**src/rtl/core/tsps_pkg.sv**
```systemverilog
// tsps_pkg: shared types and constants for the transport stream packet parser.
// No dependencies.
package tsps_pkg;

	localparam logic [7:0] SYNC_MARK   = 8'h47;
	localparam int         POS_W       = 8;
	localparam int         OFF_W       = 9;
	localparam int         HDR_W       = 24;
	localparam int         DATA_W      = 32;
	localparam logic [OFF_W-1:0] OFF_NO_AF = 9'd4;
	localparam logic [OFF_W-1:0] OFF_AF    = 9'd5;

	typedef struct packed {
		logic        valid;
		logic [7:0]  payload_byte;
		logic [12:0] stream_id;
		logic        error_flag;
		logic        unit_start_flag;
		logic        priority_flag;
		logic [1:0]  scrambling_mode;
		logic [3:0]  continuity_count;
		logic        first_payload;
		logic        last_of_packet;
	} result_t;

	typedef struct packed {
		logic             in_packet;
		logic [POS_W-1:0] pos;
	} status_t;

endpackage

```
**src/rtl/core/ts_packet_sync_parser.sv**
```systemverilog
// ts_packet_sync_parser: top level, byte input register, parser and result register.
// Depends on tsps_pkg, tsps_parse, tsps_out_reg.
//
//  channel  dir  beat
//  s_*      in   one stream byte (tdata[7:0] = data_byte)
//  m_*      out  one payload byte with header tags, tlast = last byte of packet
//
// One byte per clock unless the output stalls; input register, then result register.
// The byte in the input register is decoded and the packet state advanced in the same cycle.
// Bytes that yield no result retire even while the output is stalled; a payload byte
// waits in the input register until the result register frees.
// Reset (arst_n low) returns the parser to sync hunting and empties both registers.
module ts_packet_sync_parser #(
	parameter int PACKET_BYTES = 188
) (
	input  logic                         clk,
	input  logic                         arst_n,
	input  logic                         s_tvalid,
	output logic                         s_tready,
	input  logic [7:0]                   s_tdata,  // data_byte
	output logic                         m_tvalid,
	input  logic                         m_tready,
	// payload_byte, stream_id, error_flag, unit_start_flag, priority_flag,
	// scrambling_mode, continuity_count, zero pad
	output logic [tsps_pkg::DATA_W-1:0]  m_tdata,
	output logic                         m_tlast,  // last_of_packet
	output logic [0:0]                   m_tuser   // first_payload
);
	import tsps_pkg::*;

	logic       valid_s1;
	logic [7:0] byte_s1;
	logic       out_busy;
	logic       advance;
	result_t    res;
	status_t    status;

	assign advance  = valid_s1 && !(res.valid && out_busy);
	assign s_tready = !valid_s1 || advance;

	always_ff @(posedge clk or negedge arst_n) begin
		if (!arst_n) begin
			valid_s1 <= 1'b0;
		end else if (s_tready) begin
			valid_s1 <= s_tvalid;
		end
	end

	always_ff @(posedge clk) begin
		if (s_tready && s_tvalid)
			byte_s1 <= s_tdata;
	end

	tsps_parse #(
		.PACKET_BYTES(PACKET_BYTES)
	) u_parse (
		.clk       (clk),
		.arst_n    (arst_n),
		.data_byte (byte_s1),
		.step      (advance),
		.res       (res),
		.status    (status)
	);

	tsps_out_reg u_out (
		.clk      (clk),
		.arst_n   (arst_n),
		.res      (res),
		.load     (advance && res.valid),
		.busy     (out_busy),
		.m_tvalid (m_tvalid),
		.m_tready (m_tready),
		.m_tdata  (m_tdata),
		.m_tlast  (m_tlast),
		.m_tuser  (m_tuser)
	);

	a_pos_range: assert property (@(posedge clk) disable iff (!arst_n)
		status.pos <= POS_W'(PACKET_BYTES - 1))
		else $error("byte position past end of packet");

	a_hunt_pos: assert property (@(posedge clk) disable iff (!arst_n)
		!status.in_packet |-> status.pos == '0)
		else $error("position not cleared while hunting");

	a_res_in_pkt: assert property (@(posedge clk) disable iff (!arst_n)
		res.valid |-> status.in_packet)
		else $error("payload decoded outside a packet");

	a_hold_cause: assert property (@(posedge clk) disable iff (!arst_n)
		(valid_s1 && !advance) |-> (m_tvalid && !m_tready && res.valid))
		else $error("input byte held without output stall");

endmodule

```
**src/rtl/core/tsps_parse.sv**
```systemverilog
// tsps_parse: packet state (sync, position, header, payload offset) and byte decode.
// Depends on tsps_pkg.
module tsps_parse #(
	parameter int PACKET_BYTES = 188
) (
	input  logic               clk,
	input  logic               arst_n,
	input  logic [7:0]         data_byte,
	input  logic               step,
	output tsps_pkg::result_t  res,
	output tsps_pkg::status_t  status
);
	import tsps_pkg::*;

	localparam logic [POS_W-1:0] LAST_POS = POS_W'(PACKET_BYTES - 1);

	logic             in_packet_q;
	logic [POS_W-1:0] pos_q;
	logic [HDR_W-1:0] hdr_q;
	logic [OFF_W-1:0] off_q;
	logic [1:0]       afc;
	logic             is_hdr;
	logic             is_aflen;
	logic             at_last;
	logic [OFF_W-1:0] pos_ext;

	assign afc      = hdr_q[5:4];
	assign is_hdr   = (pos_q >= POS_W'(1)) && (pos_q <= POS_W'(3));
	assign is_aflen = (pos_q == POS_W'(4)) && afc[1];
	assign at_last  = pos_q >= LAST_POS;
	assign pos_ext  = {1'b0, pos_q};

	always_comb begin
		res                  = '0;
		res.valid            = in_packet_q && !is_hdr && !is_aflen && afc[0] && (pos_ext >= off_q);
		res.payload_byte     = data_byte;
		res.stream_id        = hdr_q[20:8];
		res.error_flag       = hdr_q[23];
		res.unit_start_flag  = hdr_q[22];
		res.priority_flag    = hdr_q[21];
		res.scrambling_mode  = hdr_q[7:6];
		res.continuity_count = hdr_q[3:0];
		res.first_payload    = pos_ext == off_q;
		res.last_of_packet   = at_last;
	end

	assign status.in_packet = in_packet_q;
	assign status.pos       = pos_q;

	always_ff @(posedge clk or negedge arst_n) begin
		if (!arst_n) begin
			in_packet_q <= 1'b0;
			pos_q       <= '0;
			hdr_q       <= '0;
			off_q       <= '0;
		end else if (step) begin
			if (!in_packet_q) begin
				if (data_byte == SYNC_MARK) begin
					in_packet_q <= 1'b1;
					pos_q       <= POS_W'(1);
				end
			end else begin
				if (is_hdr) begin
					hdr_q <= {hdr_q[15:0], data_byte};
					if (pos_q == POS_W'(3))
						off_q <= data_byte[5] ? OFF_AF : OFF_NO_AF;
				end else if (is_aflen) begin
					off_q <= OFF_AF + {1'b0, data_byte};
				end
				if (at_last) begin
					in_packet_q <= 1'b0;
					pos_q       <= '0;
				end else begin
					pos_q <= pos_q + POS_W'(1);
				end
			end
		end
	end

endmodule

```
**src/rtl/core/tsps_out_reg.sv**
```systemverilog
// tsps_out_reg: result register driving the master-side stream.
// Depends on tsps_pkg.
module tsps_out_reg (
	input  logic                          clk,
	input  logic                          arst_n,
	input  tsps_pkg::result_t             res,
	input  logic                          load,
	output logic                          busy,
	output logic                          m_tvalid,
	input  logic                          m_tready,
	output logic [tsps_pkg::DATA_W-1:0]   m_tdata,
	output logic                          m_tlast,
	output logic [0:0]                    m_tuser
);
	import tsps_pkg::*;

	logic    valid_q;
	result_t res_q;

	assign busy     = valid_q && !m_tready;
	assign m_tvalid = valid_q;
	assign m_tdata  = {2'b00, res_q.continuity_count, res_q.scrambling_mode,
		res_q.priority_flag, res_q.unit_start_flag, res_q.error_flag,
		res_q.stream_id, res_q.payload_byte};
	assign m_tlast  = res_q.last_of_packet;
	assign m_tuser  = res_q.first_payload;

	always_ff @(posedge clk or negedge arst_n) begin
		if (!arst_n) begin
			valid_q <= 1'b0;
		end else if (load) begin
			valid_q <= 1'b1;
		end else if (m_tready) begin
			valid_q <= 1'b0;
		end
	end

	always_ff @(posedge clk) begin
		if (load)
			res_q <= res;
	end

endmodule
```
**config.mk**
```make
export PLATFORM = sky130hd
export DESIGN_NAME = ts_packet_sync_parser
export DESIGN_NICKNAME = d
export VERILOG_FILES = /design/src/rtl/core/tsps_pkg.sv /design/src/rtl/core/ts_packet_sync_parser.sv /design/src/rtl/core/tsps_parse.sv /design/src/rtl/core/tsps_out_reg.sv
export SDC_FILE = /design/constraint.sdc
export NUM_CORES = 1
export LEC_CHECK = 0
export ABC_AREA = 1
export BUFFER_PORTS_ARGS = -buffer_cell sky130_fd_sc_hd__buf_4
export CORE_AREA = 4 4 79 155
export CTS_BUF_LIST = sky130_fd_sc_hd__clkbuf_8
export CTS_CLUSTER_DIAMETER = 100
export DETAILED_ROUTE_END_ITERATION = 10
export DIE_AREA = 0 0 83 159
export PLACE_DENSITY_LB_ADDON = 0.08
export SLEW_MARGIN = 20
export SYNTH_ARGS = -nofsm -noshare
export SYNTH_HDL_FRONTEND = slang
export SYNTH_SLANG_ARGS = --single-unit
```
**constraint.sdc**
```tcl
create_clock -name clk -period 5.1 [get_ports clk]
set_clock_uncertainty 0.05 [all_clocks]
set_input_delay 0.255 -clock clk [delete_from_list [all_inputs] [get_ports clk]]
set_output_delay 0.255 -clock clk [all_outputs]
set_load 0.005 [all_outputs]
```
==> results.md <==
* Largest net degree at the start of global routing at 45
* Placeable Area at 10,900 um^2
* First-pass GRT wire length at 13.7 mm
* Vias in the first global route at 2,780
* Peak Freq at 378 MHz
* Post-detailed-route wirelength per cell at 14.1 um
* Worst EP arrival at 2.61 ns
* Post-DR vias/cell at 4.53
* CP Capture Type: register
* Routability Congestion at 0.854
* Clock Latency Late Sink at 0.36 ns
* VDD IR max at 200 uV
* CTS tree: done
* CP startpoint kind: register
* Met3 Track Usage GR at approximately 3.2%
* Final Cell Area at 4490 um^2
* Tmin final at about 2.6 ns
* Max capacitance violation total at 0
* TritonRoute pass-1 iters at 5
* Setup TNS Final at 0 ns
* DP Area at 4250 um^2
* Min Hold Slack at 0.0201 ns
* CP Class: reg2reg
* Worst-path clk slew at roughly 0.08 ns
* Proportion of layout cells with a drive suffix above 1 at 20.4%
* Std cell rows at 54
* Worst Setup Slack, final at ~2.5 ns
* Post-CTS Setup Bufs at 0
* CP Max Fanout at 32
* GRT Total Usage at 13.2%
* Synth Instances at 386
* Post-synthesis register bit count at 84
* Total grt overflow at 0
* CTS Sinks at 84
* Area grow syn2layout at 18.0%
* Top Usage Layer GRT: met2
* Initial Utilization at between 30% and 40%
* Diodes inserted at 0
* Tightest Pin Transition at roughly 0.67 ns
* Cell taking the most area after synthesis: edfxtp_1
* HP Class: in2reg
* Final core occ at 41.0%
* Post-Syn Area at 3800 um^2
* M1 GR Usage at between 10% and 20%
* Die Wd at 83 um
* Pleak at 2.10 nW
* RSZ-0062 raised after global routing: no
* Initial antenna violation count at 0
* Dpl cells at roughly 560
* Final setup vio count at 0
* Boundary Pins at 48
* CTS H-Tree Depth at 3
* 1st-iter DRT viols at 134
* Root cell of the clock tree: clkbuf_8
* Cts bufs inserted at 9
* Power per cell area at 434 nW/um^2
* Top cell type's share of synthesized area at approximately a third
* Cell variety after synth at 32
* Fin cells at slightly below 600
* Number of port buffers at 45
* Average size of a mapped cell at 9.86 um^2
* DP HPWL at 6.10 mm
* Nets@finish at approximately 460
* Vias at ~2,600
* Die footprint at ~13,000 um^2
* Max Buffers Root-to-Sink at 2
* DRC viols at 0
* Synth area leaders: edfxtp_1, dfrtp_1, nand2_1
* Post-DRT Antenna Nets at 0
* Crit share post-route at 51.9%
* Register area share after synthesis at 60.5%
* Die Y at 159 um
* Total power at 1.95 mW
* Final Hold Vio Count at 0
* Met2 global-route usage at 25.9%
* Required @ worst endpoint at 5.06 ns
* Drt total wl at 8.21 mm
* Ys Warns at 0
* Post-Place Worst Slack at between 2 and 2.5 ns
* Max-slew headroom at 55.4%
* Status: completed
* Slew Limit Fails at 0
## power breakdown
group,leakage [nW],internal [mW],switching [mW]
registers,0.949,0.874,0.111
logic,1.05,0.163,0.284
clock network,0.108,0.274,0.243
total,2.10,1.31,0.639
## layout make-up
class                      count  area (um^2)
inverter                      41          154
clock inverter                 7         92.6
tap                          140          175
sequential                    84         2300
clock buffer                   9          124
multi-input combinational    253         1280
timing repair buffer          48          365
fill                        1111         6460
## state kept, by name, summed over array words and instances (netlist names)
| signal | flops |
|---|---|
| u_parse.hdr_q | 24 |
| byte_s1 | 8 |
| u_out.m_tdata | 30 |
| u_out.m_tvalid | 1 |
| valid_s1 | 1 |
| u_parse.pos_q | 8 |
| u_parse.in_packet_q | 1 |
| u_parse.off_q | 9 |
| u_out.m_tlast | 1 |
| u_out.m_tuser | 1 |
## critical path: stages, from the launching register on
cell and delay, ns:
dfrtp_1 0.47, ha_1 0.34, nand2_1 0.07, nor2_1 0.05
nand2_1 0.06, nor2_1 0.05, nor2_1 0.08, nand2_1 0.15
nand3_4 0.14, nand2_2 0.06, inv_2 0.19, nand3_1 0.12
inv_1 0.07, buf_4 0.37
## path summary, 6_finish.rpt
path / startpoint / to / slack [ns] / cells after the start
setup / recovery: u_parse.pos_q[2]$_DFFE_PN0P_ / u_out.m_tuser$_DFFE_PP_ / 2.45 / 13
hold / removal: s_tdata[5] / byte_s1[5]$_DFFE_PP_ / 0.02 / 1
setup reg to reg: u_parse.pos_q[2]$_DFFE_PN0P_ / u_out.m_tuser$_DFFE_PP_ / 2.45 / 13
hold reg to reg: u_parse.hdr_q[16]$_DFFE_PN0P_ / u_out.m_tdata[16]$_DFFE_PP_ / 0.40 / 0
max in group asynchronous: arst_n / u_parse.hdr_q[3]$_DFFE_PN0P_ / 4.21 / 2
min in group asynchronous: arst_n / u_parse.pos_q[6]$_DFFE_PN0P_ / 0.38 / 2
## logic make-up (layout without fill, tap and decap cells)
family / Yosys count / after routing / synth area share [%]
XOR/XNOR: 6 / 6 / 1.38
flip-flops: 84 / 84 / 60.5
AND/OR/NAND/NOR: 221 / 221 / 26.3
AO/OA/AOI/OAI: 12 / 12 / 1.68
buffers and inverters: 50 / 105 / 6.05
other: 1 / 2 / 0.0986
adder cells (fa/ha/maj): 12 / 12 / 3.95
## synthesized netlist by cell type, drive strengths merged
cell type	n
nand2	160
dfrtp	44
inv	41
edfxtp	40
nor2	25
nand3	19
ha	12
nor3	8
a21oi	7
buf	7
nand4	6
o21ai	5
xor2	5
clkbuf	2
and2	1
conb	1
nor4	1
or2	1
xnor2	1
## timing repair
| item | 4_1_cts | 5_1_grt |
|---|---|---|
| endpoints found under the hold margin | 45 | 0 |
| gates resized for setup | 0 | 0 |
| hold buffers | 2 | 0 |
## metal layers
metal / share of wire [%] / wire length [um] / vias to the layer above
met2: 59 / 4800 / 48
met5: 0 / 0 / -
met1: 35 / 2870 / 1246
met3: 3.6 / 294 / 15
li1: - / - / 1326
met4: 2.9 / 242 / 0
## layout by cell type, fill, tap and decap left out, types with 2 or more instances in the layout
master	count
edfxtp_1	40
dlygate4sd3_1	2
clkinv_4	2
nand3_4	2
inv_2	4
inv_1	38
conb_1	2
a21oi_1	7
dfrtp_1	44
xor2_1	5
nand3_1	17
clkbuf_8	9
buf_4	46
o21ai_0	3
ha_1	12
bufinv_16	2
nor2_1	20
nand2_2	14
nor3_1	8
nor2_4	3
nand4_1	4
nand2_1	145
nor2_2	2
Note: power is estimated with default switching activity, not from simulation.
